**config.mk**
```make
export PLATFORM = sky130hd
export DESIGN_NAME = fraction_reduce_add_multiply_flat
export DESIGN_NICKNAME = d
export VERILOG_FILES = /design/src/design/fram_pkg.sv /design/src/design/fram_in_if.sv /design/src/design/fram_out_if.sv /design/src/design/fraction_reduce_add_multiply.sv /design/src/design/fram_dp.sv /design/src/design/fram_ctrl.sv /design/src/flat_wrapper.sv
export SDC_FILE = /design/constraint.sdc
export NUM_CORES = 1
export LEC_CHECK = 0
export ABC_AREA = 0
export BUFFER_PORTS_ARGS = -buffer_cell sky130_fd_sc_hd__buf_2
export CORE_MARGIN = 2
export CORE_UTILIZATION = 50
export CTS_BUF_LIST = sky130_fd_sc_hd__clkbuf_8 sky130_fd_sc_hd__clkbuf_16
export DETAILED_ROUTE_END_ITERATION = 10
export GPL_TIMING_DRIVEN = 1
export PLACE_DENSITY = 0.68
export SYNTH_ARGS = -nofsm -noshare
export SYNTH_HDL_FRONTEND = slang
export SYNTH_SLANG_ARGS = --single-unit
```
**constraint.sdc**
```tcl
create_clock -name clk -period 9 [get_ports clk]
set_input_delay 1.8 -clock clk [delete_from_list [all_inputs] [get_ports clk]]
set_output_delay 1.8 -clock clk [all_outputs]
set_load 0.005 [all_outputs]
```
**src/design/fram_pkg.sv**
```systemverilog
// ----------------------------------------------------------------------------
// Fraction unit package
// Shared types, codes and defaults of the fraction reduce, add and multiply
// block.
// ----------------------------------------------------------------------------
`default_nettype none

package fram_pkg;

  localparam int unsigned PART_WIDTH_DEF = 16;

  typedef enum logic [1:0] {
    CMD_MAKE = 2'd0,
    CMD_ADD  = 2'd1,
    CMD_MUL  = 2'd2,
    CMD_NONE = 2'd3
  } fram_cmd_code_t;

  typedef enum logic [1:0] {
    MS_NUM   = 2'd0,
    MS_DEN   = 2'd1,
    MS_CROSS = 2'd2,
    MS_SPARE = 2'd3
  } fram_mstep_t;

  typedef enum logic [1:0] {
    RS_ZERO  = 2'd0,
    RS_ACC   = 2'd1,
    RS_QUO   = 2'd2,
    RS_SPARE = 2'd3
  } fram_rsel_t;

  typedef struct packed {
    logic        load;
    logic        mul_en;
    fram_mstep_t mul_step;
    logic        gcd_init;
    logic        gcd_step;
    logic        div_init;
    logic        div_step;
    logic        publish;
    fram_rsel_t  res_sel;
  } fram_ctl_t;

  typedef struct packed {
    logic make_ok;
    logic arith_ok;
    logic is_add;
    logic gcd_done;
  } fram_sts_t;

endpackage

`default_nettype wire

```
**src/design/fram_in_if.sv**
```systemverilog
// ----------------------------------------------------------------------------
// Fraction unit input channel
// Valid/ready channel carrying one command with its two operand fractions.
// ----------------------------------------------------------------------------
`default_nettype none

interface fram_in_if import fram_pkg::*; #(
  parameter int unsigned PW = PART_WIDTH_DEF
);
  logic          valid;
  logic          ready;
  logic [1:0]    command;
  logic [PW-1:0] a_num;
  logic [PW-1:0] a_den;
  logic          a_valid;
  logic [PW-1:0] b_num;
  logic [PW-1:0] b_den;
  logic          b_valid;

  modport source (
    output valid, command, a_num, a_den, a_valid, b_num, b_den, b_valid,
    input  ready
  );

  modport sink (
    input  valid, command, a_num, a_den, a_valid, b_num, b_den, b_valid,
    output ready
  );
endinterface

`default_nettype wire

```
**src/design/fram_out_if.sv**
```systemverilog
// ----------------------------------------------------------------------------
// Fraction unit result channel
// Valid/ready channel carrying one result fraction.
// ----------------------------------------------------------------------------
`default_nettype none

interface fram_out_if import fram_pkg::*; #(
  parameter int unsigned PW = PART_WIDTH_DEF
);
  logic            valid;
  logic            ready;
  logic [2*PW:0]   res_num;
  logic [2*PW-1:0] res_den;
  logic            res_valid;

  modport source (
    output valid, res_num, res_den, res_valid,
    input  ready
  );

  modport sink (
    input  valid, res_num, res_den, res_valid,
    output ready
  );
endinterface

`default_nettype wire

```
**src/design/fraction_reduce_add_multiply.sv**
```systemverilog
// ----------------------------------------------------------------------------
// Fraction reduce, add and multiply unit
// Unsigned rational arithmetic: make with GCD reduction, add, multiply.
//
// The input channel carries one command with operands a and b; the result
// channel carries one fraction per accepted command, in order. Both use a
// valid/ready handshake and a transaction completes when both are high.
// Commands are processed one at a time. A result is registered for an
// invalid operand or unused command as well as for multiply and add,
// which use one shared multiplier over successive cycles. Make runs a
// binary GCD loop followed by a bit-serial division. A finished result
// sits in an output register; the next transaction is accepted while it
// waits, and a stalled receiver only holds the block once the following
// result is ready.
// Reset (synchronous, active low) returns the controller to idle and
// empties the output register.
// ----------------------------------------------------------------------------
`default_nettype none

module fraction_reduce_add_multiply import fram_pkg::*; #(
  parameter int unsigned PART_WIDTH = PART_WIDTH_DEF
) (
  input wire logic   clk,
  input wire logic   rst_n,
  fram_in_if.sink    in_ch,
  fram_out_if.source out_ch
);

  fram_ctl_t ctl;
  fram_sts_t sts;

  fram_ctrl #(
    .PW (PART_WIDTH)
  ) u_ctrl (
    .clk       (clk),
    .rst_n     (rst_n),
    .in_valid  (in_ch.valid),
    .in_ready  (in_ch.ready),
    .out_valid (out_ch.valid),
    .out_ready (out_ch.ready),
    .sts       (sts),
    .ctl       (ctl)
  );

  fram_dp #(
    .PW (PART_WIDTH)
  ) u_dp (
    .clk           (clk),
    .in_command    (in_ch.command),
    .in_a_num      (in_ch.a_num),
    .in_a_den      (in_ch.a_den),
    .in_a_valid    (in_ch.a_valid),
    .in_b_num      (in_ch.b_num),
    .in_b_den      (in_ch.b_den),
    .in_b_valid    (in_ch.b_valid),
    .ctl           (ctl),
    .sts           (sts),
    .out_res_num   (out_ch.res_num),
    .out_res_den   (out_ch.res_den),
    .out_res_valid (out_ch.res_valid)
  );

endmodule

`default_nettype wire

```
**src/design/fram_dp.sv**
```systemverilog
// ----------------------------------------------------------------------------
// Fraction unit datapath
// Operand registers, shared multiplier with accumulator, binary GCD unit,
// two bit-serial dividers and the result register.
// ----------------------------------------------------------------------------
`default_nettype none

module fram_dp import fram_pkg::*; #(
  parameter int unsigned PW = PART_WIDTH_DEF
) (
  input  wire logic            clk,
  input  wire logic [1:0]      in_command,
  input  wire logic [PW-1:0]   in_a_num,
  input  wire logic [PW-1:0]   in_a_den,
  input  wire logic            in_a_valid,
  input  wire logic [PW-1:0]   in_b_num,
  input  wire logic [PW-1:0]   in_b_den,
  input  wire logic            in_b_valid,
  input  wire fram_ctl_t       ctl,
  output fram_sts_t            sts,
  output logic      [2*PW:0]   out_res_num,
  output logic      [2*PW-1:0] out_res_den,
  output logic                 out_res_valid
);

  localparam int unsigned KW = $clog2(PW);

  logic [1:0]      cmd_r;
  logic [PW-1:0]   an_r, ad_r, bn_r, bd_r;
  logic            av_r, bv_r;
  logic [2*PW:0]   acc_num_r;
  logic [2*PW-1:0] acc_den_r;
  logic [PW-1:0]   gp_r, gq_r;
  logic [KW-1:0]   gk_r;
  logic [PW-1:0]   dv_r, qa_r, qd_r, ra_r, rd_r;
  logic [2*PW:0]   res_num_r;
  logic [2*PW-1:0] res_den_r;
  logic            res_valid_r;

  logic [PW-1:0]   mop_a, mop_b;
  logic [2*PW-1:0] prod;
  logic [PW-1:0]   gp_nxt, gq_nxt, g_val;
  logic [KW-1:0]   gk_nxt;
  logic [PW:0]     ta, td;
  logic            bit_a, bit_d;

  assign sts.make_ok  = (cmd_r == CMD_MAKE) && av_r && (ad_r != '0);
  assign sts.arith_ok = ((cmd_r == CMD_ADD) || (cmd_r == CMD_MUL)) && av_r && bv_r;
  assign sts.is_add   = (cmd_r == CMD_ADD);
  assign sts.gcd_done = (gp_r == '0) || (gq_r == '0);

  always_comb begin
    mop_a = ad_r;
    mop_b = bd_r;
    case (ctl.mul_step)
      MS_NUM: begin
        mop_a = an_r;
        mop_b = sts.is_add ? bd_r : bn_r;
      end
      MS_DEN: begin
        mop_a = ad_r;
        mop_b = bd_r;
      end
      MS_CROSS: begin
        mop_a = ad_r;
        mop_b = bn_r;
      end
      default: begin
        mop_a = ad_r;
        mop_b = bd_r;
      end
    endcase
  end

  assign prod = {{PW{1'b0}}, mop_a} * {{PW{1'b0}}, mop_b};

  always_comb begin
    gp_nxt = gp_r;
    gq_nxt = gq_r;
    gk_nxt = gk_r;
    if (!gp_r[0] && !gq_r[0]) begin
      gp_nxt = gp_r >> 1;
      gq_nxt = gq_r >> 1;
      gk_nxt = gk_r + KW'(1);
    end else if (!gp_r[0]) begin
      gp_nxt = gp_r >> 1;
    end else if (!gq_r[0]) begin
      gq_nxt = gq_r >> 1;
    end else if (gp_r >= gq_r) begin
      gp_nxt = (gp_r - gq_r) >> 1;
    end else begin
      gq_nxt = (gq_r - gp_r) >> 1;
    end
  end

  assign g_val = (gp_r | gq_r) << gk_r;

  assign ta    = {ra_r, qa_r[PW-1]};
  assign td    = {rd_r, qd_r[PW-1]};
  assign bit_a = (ta >= {1'b0, dv_r});
  assign bit_d = (td >= {1'b0, dv_r});

  always_ff @(posedge clk) begin
    if (ctl.load) begin
      cmd_r <= in_command;
      an_r  <= in_a_num;
      ad_r  <= in_a_den;
      av_r  <= in_a_valid;
      bn_r  <= in_b_num;
      bd_r  <= in_b_den;
      bv_r  <= in_b_valid;
    end

    if (ctl.mul_en) begin
      case (ctl.mul_step)
        MS_NUM:   acc_num_r <= {1'b0, prod};
        MS_DEN:   acc_den_r <= prod;
        MS_CROSS: acc_num_r <= acc_num_r + {1'b0, prod};
        default:  acc_den_r <= prod;
      endcase
    end

    if (ctl.gcd_init) begin
      // A zero numerator is given a divisor of one.
      gp_r <= an_r;
      gq_r <= (an_r == '0) ? PW'(1) : ad_r;
      gk_r <= '0;
    end else if (ctl.gcd_step) begin
      gp_r <= gp_nxt;
      gq_r <= gq_nxt;
      gk_r <= gk_nxt;
    end

    if (ctl.div_init) begin
      dv_r <= g_val;
      qa_r <= an_r;
      qd_r <= ad_r;
      ra_r <= '0;
      rd_r <= '0;
    end else if (ctl.div_step) begin
      ra_r <= bit_a ? PW'(ta - {1'b0, dv_r}) : ta[PW-1:0];
      rd_r <= bit_d ? PW'(td - {1'b0, dv_r}) : td[PW-1:0];
      qa_r <= {qa_r[PW-2:0], bit_a};
      qd_r <= {qd_r[PW-2:0], bit_d};
    end

    if (ctl.publish) begin
      case (ctl.res_sel)
        RS_ACC: begin
          res_num_r   <= acc_num_r;
          res_den_r   <= acc_den_r;
          res_valid_r <= 1'b1;
        end
        RS_QUO: begin
          res_num_r   <= {{(PW+1){1'b0}}, qa_r};
          res_den_r   <= {{PW{1'b0}}, qd_r};
          res_valid_r <= 1'b1;
        end
        default: begin
          res_num_r   <= '0;
          res_den_r   <= '0;
          res_valid_r <= 1'b0;
        end
      endcase
    end
  end

  assign out_res_num   = res_num_r;
  assign out_res_den   = res_den_r;
  assign out_res_valid = res_valid_r;

endmodule

`default_nettype wire

```
**src/design/fram_ctrl.sv**
```systemverilog
// ----------------------------------------------------------------------------
// Fraction unit controller
// Sequences one command at a time through the datapath and owns both
// channel handshakes.
// ----------------------------------------------------------------------------
`default_nettype none

module fram_ctrl import fram_pkg::*; #(
  parameter int unsigned PW = PART_WIDTH_DEF
) (
  input  wire logic      clk,
  input  wire logic      rst_n,
  input  wire logic      in_valid,
  output logic           in_ready,
  output logic           out_valid,
  input  wire logic      out_ready,
  input  wire fram_sts_t sts,
  output fram_ctl_t      ctl
);

  localparam int unsigned CW = $clog2(PW);

  typedef enum logic [5:0] {
    ST_IDLE   = 6'b000001,
    ST_DECODE = 6'b000010,
    ST_MUL    = 6'b000100,
    ST_GCD    = 6'b001000,
    ST_DIV    = 6'b010000,
    ST_RESULT = 6'b100000
  } fram_state_t;

  fram_state_t state_r, state_nxt;
  fram_mstep_t mstep_r, mstep_nxt;
  fram_rsel_t  rsel_r, rsel_nxt;
  logic [CW-1:0] cnt_r, cnt_nxt;
  logic          out_valid_r, out_valid_nxt;
  logic          out_free;

  assign out_free = !out_valid_r || out_ready;

  always_comb begin
    state_nxt     = state_r;
    mstep_nxt     = mstep_r;
    rsel_nxt      = rsel_r;
    cnt_nxt       = cnt_r;
    out_valid_nxt = out_valid_r && !out_ready;
    ctl           = '0;
    ctl.mul_step  = mstep_r;
    ctl.res_sel   = rsel_r;
    in_ready      = 1'b0;

    case (state_r)
      ST_IDLE: begin
        in_ready = 1'b1;
        ctl.load = in_valid;
        if (in_valid) begin
          state_nxt = ST_DECODE;
        end
      end
      ST_DECODE: begin
        if (sts.make_ok) begin
          ctl.gcd_init = 1'b1;
          state_nxt    = ST_GCD;
        end else if (sts.arith_ok) begin
          mstep_nxt = MS_NUM;
          state_nxt = ST_MUL;
        end else begin
          rsel_nxt  = RS_ZERO;
          state_nxt = ST_RESULT;
        end
      end
      ST_MUL: begin
        ctl.mul_en = 1'b1;
        case (mstep_r)
          MS_NUM: mstep_nxt = MS_DEN;
          MS_DEN: begin
            if (sts.is_add) begin
              mstep_nxt = MS_CROSS;
            end else begin
              rsel_nxt  = RS_ACC;
              state_nxt = ST_RESULT;
            end
          end
          default: begin
            rsel_nxt  = RS_ACC;
            state_nxt = ST_RESULT;
          end
        endcase
      end
      ST_GCD: begin
        if (sts.gcd_done) begin
          ctl.div_init = 1'b1;
          cnt_nxt      = '0;
          state_nxt    = ST_DIV;
        end else begin
          ctl.gcd_step = 1'b1;
        end
      end
      ST_DIV: begin
        ctl.div_step = 1'b1;
        cnt_nxt      = cnt_r + CW'(1);
        if (cnt_r == CW'(PW - 1)) begin
          rsel_nxt  = RS_QUO;
          state_nxt = ST_RESULT;
        end
      end
      ST_RESULT: begin
        if (out_free) begin
          ctl.publish   = 1'b1;
          out_valid_nxt = 1'b1;
          state_nxt     = ST_IDLE;
        end
      end
      default: begin
        state_nxt = ST_IDLE;
      end
    endcase
  end

  always_ff @(posedge clk) begin
    if (!rst_n) begin
      state_r     <= ST_IDLE;
      mstep_r     <= MS_NUM;
      rsel_r      <= RS_ZERO;
      cnt_r       <= '0;
      out_valid_r <= 1'b0;
    end else begin
      state_r     <= state_nxt;
      mstep_r     <= mstep_nxt;
      rsel_r      <= rsel_nxt;
      cnt_r       <= cnt_nxt;
      out_valid_r <= out_valid_nxt;
    end
  end

  assign out_valid = out_valid_r;

`ifndef SYNTHESIS
  a_accept_decodes: assert property (@(posedge clk) disable iff (!rst_n)
    (in_valid && in_ready) |=> (state_r == ST_DECODE))
    else $error("Accepted transaction was not decoded in the next cycle.");

  a_publish_free: assert property (@(posedge clk) disable iff (!rst_n)
    ctl.publish |-> (state_r == ST_RESULT) && out_free)
    else $error("Result written while the output register was occupied.");

  a_div_length: assert property (@(posedge clk) disable iff (!rst_n)
    (state_r == ST_DIV && cnt_r == CW'(PW - 1)) |=> (state_r == ST_RESULT))
    else $error("Division did not end after the full number of steps.");

  a_valid_source: assert property (@(posedge clk) disable iff (!rst_n)
    $rose(out_valid_r) |-> $past(state_r == ST_RESULT))
    else $error("Output became valid outside the result state.");
`endif

endmodule

`default_nettype wire

```
**src/flat_wrapper.sv**
```systemverilog
// flat-port wrapper written by rule: the top's interface ports become plain ports
module fraction_reduce_add_multiply_flat import fram_pkg::*;
#(
  parameter int unsigned PART_WIDTH = PART_WIDTH_DEF
)
  (clk, rst_n, in_ch_valid, in_ch_command, in_ch_a_num, in_ch_a_den, in_ch_a_valid, in_ch_b_num, in_ch_b_den, in_ch_b_valid, in_ch_ready, out_ch_valid, out_ch_res_num, out_ch_res_den, out_ch_res_valid, out_ch_ready);
  fram_in_if #(.PW((PART_WIDTH_DEF))) in_ch_i ();
  fram_out_if #(.PW((PART_WIDTH_DEF))) out_ch_i ();
  input wire logic clk;
  input wire logic rst_n;
  input wire logic [$bits(in_ch_i.valid)-1:0] in_ch_valid;
  input wire logic [$bits(in_ch_i.command)-1:0] in_ch_command;
  input wire logic [$bits(in_ch_i.a_num)-1:0] in_ch_a_num;
  input wire logic [$bits(in_ch_i.a_den)-1:0] in_ch_a_den;
  input wire logic [$bits(in_ch_i.a_valid)-1:0] in_ch_a_valid;
  input wire logic [$bits(in_ch_i.b_num)-1:0] in_ch_b_num;
  input wire logic [$bits(in_ch_i.b_den)-1:0] in_ch_b_den;
  input wire logic [$bits(in_ch_i.b_valid)-1:0] in_ch_b_valid;
  output wire logic [$bits(in_ch_i.ready)-1:0] in_ch_ready;
  output wire logic [$bits(out_ch_i.valid)-1:0] out_ch_valid;
  output wire logic [$bits(out_ch_i.res_num)-1:0] out_ch_res_num;
  output wire logic [$bits(out_ch_i.res_den)-1:0] out_ch_res_den;
  output wire logic [$bits(out_ch_i.res_valid)-1:0] out_ch_res_valid;
  input wire logic [$bits(out_ch_i.ready)-1:0] out_ch_ready;
  assign in_ch_i.valid = in_ch_valid;
  assign in_ch_i.command = in_ch_command;
  assign in_ch_i.a_num = in_ch_a_num;
  assign in_ch_i.a_den = in_ch_a_den;
  assign in_ch_i.a_valid = in_ch_a_valid;
  assign in_ch_i.b_num = in_ch_b_num;
  assign in_ch_i.b_den = in_ch_b_den;
  assign in_ch_i.b_valid = in_ch_b_valid;
  assign in_ch_ready = in_ch_i.ready;
  assign out_ch_valid = out_ch_i.valid;
  assign out_ch_res_num = out_ch_i.res_num;
  assign out_ch_res_den = out_ch_i.res_den;
  assign out_ch_res_valid = out_ch_i.res_valid;
  assign out_ch_i.ready = out_ch_ready;
  fraction_reduce_add_multiply #(.PART_WIDTH(PART_WIDTH)) u_core (.clk(clk), .rst_n(rst_n), .in_ch(in_ch_i), .out_ch(out_ch_i));
endmodule
```
======== After elaboration in Yosys (flattened, before gate mapping) ========
Cells that the tools add are included.
operators by class
  add/subtract/negate cells ............... 7
  $mul .................................... 1
  $lt $le $gt $ge ......................... 3
  equality and inequality tests ........... 27
  shifts and indexed selects .............. 1
  multiplexer cells ....................... 61
  bitwise logic cells ..................... 2
  reductions and logical operators ........ 38
operator list
  cell                                                            number
  16-bit 2-to-1 mux                                               21
  33-bit case mux with 2 select lines                             2
  32-bit case mux with 2 select lines                             1
  16-bit subtractor                                               4
  16-bit zero test                                                3
  6-bit 2-to-1 mux                                                7
  6-bit case mux with 6 select lines                              1
  17-bit by 16-bit greater-or-equal comparator with 1-bit output  2
  33-bit by 32-bit adder with 33-bit output                       1
  16-bit by 16-bit multiplier with 32-bit output                  1
  16-bit case mux with 2 select lines                             1
  16-bit greater-or-equal comparator                              1
  2-bit 2-to-1 mux                                                8
  16-bit bitwise OR                                               1
  16-bit nonzero test                                             1
  16-bit by 4-bit << shifter with 16-bit output                   1
  1-bit 2-to-1 mux                                                13
  2-bit inequality test, second input constant                    6
  2-bit case mux with 2 select lines                              3
  6-bit case mux with 2 select lines                              1
  6-bit AND reduction                                             2
  2-bit AND reduction                                             5
  2-bit nonzero test                                              5
  4-bit by 1-bit adder with 4-bit output, second input constant   2
  26 further kinds                                                47
storage, ports and cells
  register bits after elaboration ......... 330
  bits of input ports ..................... 72
  logic and storage cells ................. 167

======== Logic depth before layout (Yosys ltp) ========
  depth after elaboration ................. 7
  gate-level depth with buffers ........... 37
  mapped depth without buffers ............ 35

======== Hierarchy ========
Synthesis repeated with hierarchy kept, for this count alone.
second synthesis, totals
  cell total of the unflattened synthesis .. 2688
  area total of the unflattened synthesis .. 27152.3 µm²
modules (own cells, without submodules)
  module     times used  cells each  area an instance (µm²)  seq. area each (µm²)
  fram_dp    1           2596        26311.5                 9098.7
  fram_ctrl  1           92          840.8                   300.3

======== Worst setup path before layout ========
No wires, ideal clock.
  path type ............................... register to register
  start point ............................. reg u_core.u_dp.cmd_r[0]
  end point ............................... reg u_core.u_dp.acc_num_r[31] (data pin)
  arrival time ............................ 8.772 ns
  data required time ...................... 8.745 ns
  slack ................................... -0.027 ns
  cell stages (with the launch flop) ...... 34
  buffers on the path ..................... 2
  clock period less this slack ............ 9.027 ns
  path through ............................ edfxtp_1 > ha_1 > a21oi_1 > buf_2 > mux2_2 > clkbuf_1 > nand2_1 > fa_1 > fa_1 > inv_1 > fa_1 > fa_1 > fa_1 > inv_1 > fa_1 > inv_1 > ha_1 > nand2_1 > or3_1 > a211o_1 > nand3_1 > a41oi_1 > o31ai_1 > a21oi_1 > xnor2_1 > ha_1 > o21bai_1 > a21oi_1 > o21bai_1 > a21o_1 > o21ba_2 > a211o_1 > a2111oi_0 > o21ba_2
between the ends
  word-level cells in the longest chain between the ends .. 6
ends and longest elaborated chain
  element                                         RTL line        text
  start: declaration                              fram_dp.sv:28   logic [1:0] cmd_r;
  start signal: assignment                        fram_dp.sv:105  cmd_r <= in_command;
  2-bit by 1-bit == test with 1-bit output        fram_dp.sv:49   assign sts.is_add = (cmd_r == CMD_ADD);
  16-bit 2-to-1 mux                               fram_dp.sv:58   mop_b = sts.is_add ? bd_r : bn_r;
  16-bit case mux with 2 select lines             fram_dp.sv:55   case (ctl.mul_step)
  16-bit by 16-bit multiplier with 32-bit output  fram_dp.sv:75   assign prod = {{PW{1'b0}}, mop_a} * {{PW{1'b0}}, mop_b};
  via u_core.u_dp.prod[25]                        fram_dp.sv:41   logic [2*PW-1:0] prod;
  33-bit by 32-bit adder with 33-bit output       fram_dp.sv:118  MS_CROSS: acc_num_r <= acc_num_r + {1'b0, prod};
  33-bit case mux with 2 select lines             fram_dp.sv:115  case (ctl.mul_step)
  end signal: assignment                          fram_dp.sv:116  MS_NUM: acc_num_r <= {1'b0, prod};
  end signal: assignment                          fram_dp.sv:118
  end: declaration                                fram_dp.sv:31   logic [2*PW:0] acc_num_r;
The timed path passes the listed nets, and every way through them passes these cells.
A chain may end at the register's enable or synchronous reset.

======== Worst setup path after layout ========
  start point ............................. reg u_core.u_dp.cmd_r[0]
  end point ............................... reg u_core.u_dp.acc_num_r[28] (data pin)
Same word-level chain as after synthesis.

==> metrics.cfg <==
[die]
design.die.area_mm2=0.0558
die_h_um=236
num_rows=85
io_pins=140
core_area_mm2=0.0536
initial_core_util_pct=50.3
fp.dieW_um=236

[logic_synthesis]
synthFlopType=edfxtp_1
yosys_warnings=0
yosysSeqAreaShare_pct=34.8
ys_ff_latch=330
synth-adder-area-share_pct=25.2
syn_area_per_cell_um2=10.1
syn_nets=3161
synthArstFlopShare_pct=0
synthMuxAreaShare_pct=6.03
syn_inst=2664
synth_xor_area_share_pct=3.51
synthSimpleGateAreaFrac_pct=12.3
synth_top_family_by_area=adder cells
syn_area_mm2=0.0270
synth-compound-area-share_pct=12.3
yosysUniqueCellTypes=80
synth_edf_count=279

[cells_and_area]
synthToLayoutAreaGrowth_pct=15.8
final_nets=3399
drive_gt1_share_pct=17.3
layout_common_cells=333 x inv_1, 279 x edfxtp_1, 272 x nand2_1, 251 x nor2_1, 217 x ha_1
final_common_cell=inv_1
num_antenna_cells=0

[timing]
setup_viol_count_final=0
clock.fmax_mhz=114
timing.hold.ws_ns=0.464
period_share_pct=97.2
rsz0062_at_grt=true
hold_viol=0
tightest_slew_ns=1.18
setup-tns-final_ns=0
min_period_ns=8.75
slew_headroom_pct=21.4
drv_slew=0
skew_ns=0.0307

[routing]
wirelength_um=81700
viasPerCell=5.82
ant_nets=0
drt_iter0_drc=1768
drt-pass1-iter-count=6
wl_per_cell_um=22.5
route.detailed.drc=0
vias=21100

[clock_network]
clkTransAtPathRegs_ns=0.06
cts_htree_levels=2
cts_buffers=40
cts_sinks=330
postCtsHoldBufs=0
clockBufferDepth=3
clk_latency_ns=0.57
cts-root-buf=clkbuf_16
cts_tree=done

[min_path]
hp-class=reg -> reg

[worst_setup_path]
cp_slowest_stage_delay_ns=0.59
cp-end-kind=register
setup.worst_path.start_class=register
crit_arrival_ns=9.05
crit_type=reg -> reg
required_ns=9.30
crit_fanout=7
crit_slowest_cell=fa_1
crit_path_frequent_cell=fa_1

[grt]
grt_usage_pct=29.1
grt_pass1_wl_um=124000
grt_pass1_vias=21100
grt_start_max_net_pins=69
antenna_found_initial=0
overflow=0

[job]
maxCapViolations=0

[run_status]
status=completed

[placed_design]
post-dp-hpwl_um=62900
port_buffers=139
place_congestion=1.02

## layer usage
metal  wire length [um]  share of wire [%]  GRT usage (%)  vias to the layer above
li1                   -                  -              -                     9659
met1              34700                 43           39.3                    10600
met2              39000                 48           49.0                      727
met3               5190                6.4           3.71                      146
met4               2770                3.4           9.13                        0
met5                  0                  0              0                        -
## per-stage QoR
stage	util (%)	cell area, um2	worst slack, ns	cells
2_1_floorplan	-	27000	0.0850	2664
3_5_place_dp	54.5	29200	-0.0817	3533
3_3_place_gp	54.5	29200	0.0955	3533
4_1_cts	57.1	30600	0.00592	3607
6_report	58.3	31200	0.253	3628
5_1_grt	58.3	31200	-0.0647	3628
## kinds of logic (layout without fill, tap and decap cells)
| group | after synthesis | after routing |
|---|---|---|
| AOI/OAI and AO/OA | 487 | 487 |
| xor gates and xnor gates | 108 | 108 |
| adders and majority gates | 425 | 425 |
| buffers and inverters | 416 | 682 |
| DFF | 330 | 330 |
| muxes | 149 | 151 |
| and+or+nand+nor | 749 | 749 |
## final timing paths
check | startpoint | end | slack (ns) | depth (start not counted)
setup / recovery | u_core.u_dp.cmd_r[0] | u_core.u_dp.acc_num_r[28] | 0.25 | 34
hold / removal | u_core.u_dp.ra_r[15] | u_core.u_dp.ra_r[15] | 0.46 | 2
setup reg to reg | u_core.u_dp.cmd_r[0] | u_core.u_dp.acc_num_r[28] | 0.25 | 34
hold reg to reg | u_core.u_dp.ra_r[15] | u_core.u_dp.ra_r[15] | 0.46 | 2
## flip-flops by register name, indices dropped and copies added, names as in the netlist, 2 cells and up
register and flops:
u_core.u_ctrl.cnt_r 4, u_core.u_ctrl.mstep_r 2, u_core.u_ctrl.rsel_r 2, u_core.u_ctrl.state_r 6, u_core.u_dp.acc_den_r 32, u_core.u_dp.acc_num_r 33, u_core.u_dp.ad_r 16, u_core.u_dp.an_r 16
u_core.u_dp.bd_r 16, u_core.u_dp.bn_r 16, u_core.u_dp.cmd_r 2, u_core.u_dp.dv_r 16, u_core.u_dp.gk_r 4, u_core.u_dp.gp_r 16, u_core.u_dp.gq_r 16, u_core.u_dp.out_res_den 32
u_core.u_dp.out_res_num 33, u_core.u_dp.qa_r 16, u_core.u_dp.qd_r 16, u_core.u_dp.ra_r 16, u_core.u_dp.rd_r 16
## worst max-delay path, delay by kind of cell, from the launching register on
kind | cells | cell delay [ns]
adder cells (fa/ha/maj) | 9 | 3.74
AO/OA/AOI/OAI | 11 | 2.05
AND/OR/NAND/NOR | 4 | 0.63
flip-flops | 1 | 0.44
multiplexers | 1 | 0.35
buffers and inverters | 7 | 0.78
XOR/XNOR | 2 | 0.45
## layout make-up
cell class | instances | area (um2)
clock inverter | 30 | 333
timing repair buffer | 279 | 1860
inverter | 331 | 1240
sequential | 330 | 9400
tap | 696 | 871
multi-input combinational | 1920 | 16500
fill | 4643 | 22400
clock buffer | 42 | 1040
## synthesized netlist by cell type (all sizes together) (5+ instances only)
library cell | n | area share, %
a211o | 7 | 0.23
a211oi | 12 | 0.33
a21boi | 6 | 0.17
a21o | 43 | 1.2
a21oi | 103 | 2.0
a221oi | 15 | 0.49
a22o | 32 | 1.0
a22oi | 14 | 0.39
a31oi | 18 | 0.42
a41oi | 8 | 0.33
and2 | 45 | 1.0
and3 | 7 | 0.16
buf | 18 | 0.32
clkbuf | 67 | 0.94
dfxtp | 51 | 3.8
edfxtp | 279 | 31
fa | 199 | 15
ha | 226 | 10
inv | 330 | 4.6
mux2 | 68 | 2.8
mux2i | 77 | 2.9
nand2 | 272 | 3.8
nand2b | 20 | 0.46
nand3 | 27 | 0.50
nand3b | 5 | 0.14
nand4 | 16 | 0.37
nor2 | 258 | 3.6
nor2b | 20 | 0.46
nor3 | 34 | 0.63
nor4 | 19 | 0.44
o211ai | 11 | 0.31
o21a | 13 | 0.36
o21ai | 107 | 2.0
o21bai | 24 | 0.67
o22ai | 22 | 0.51
o31ai | 13 | 0.40
o41ai | 5 | 0.23
or2 | 9 | 0.21
or3 | 9 | 0.21
xnor2 | 75 | 2.4
xor2 | 33 | 1.1
## what timing repair did
action,in CTS,in global routing
gates resized for setup,7,70
cloned,0,6
buffers inserted,2,15
pin swaps,2,25
endpoints found under the setup margin,3,11
Power is left out: the tool's default activity adds up to more than one toggle a clock period on the data nets, which glitch-free logic cannot reach.
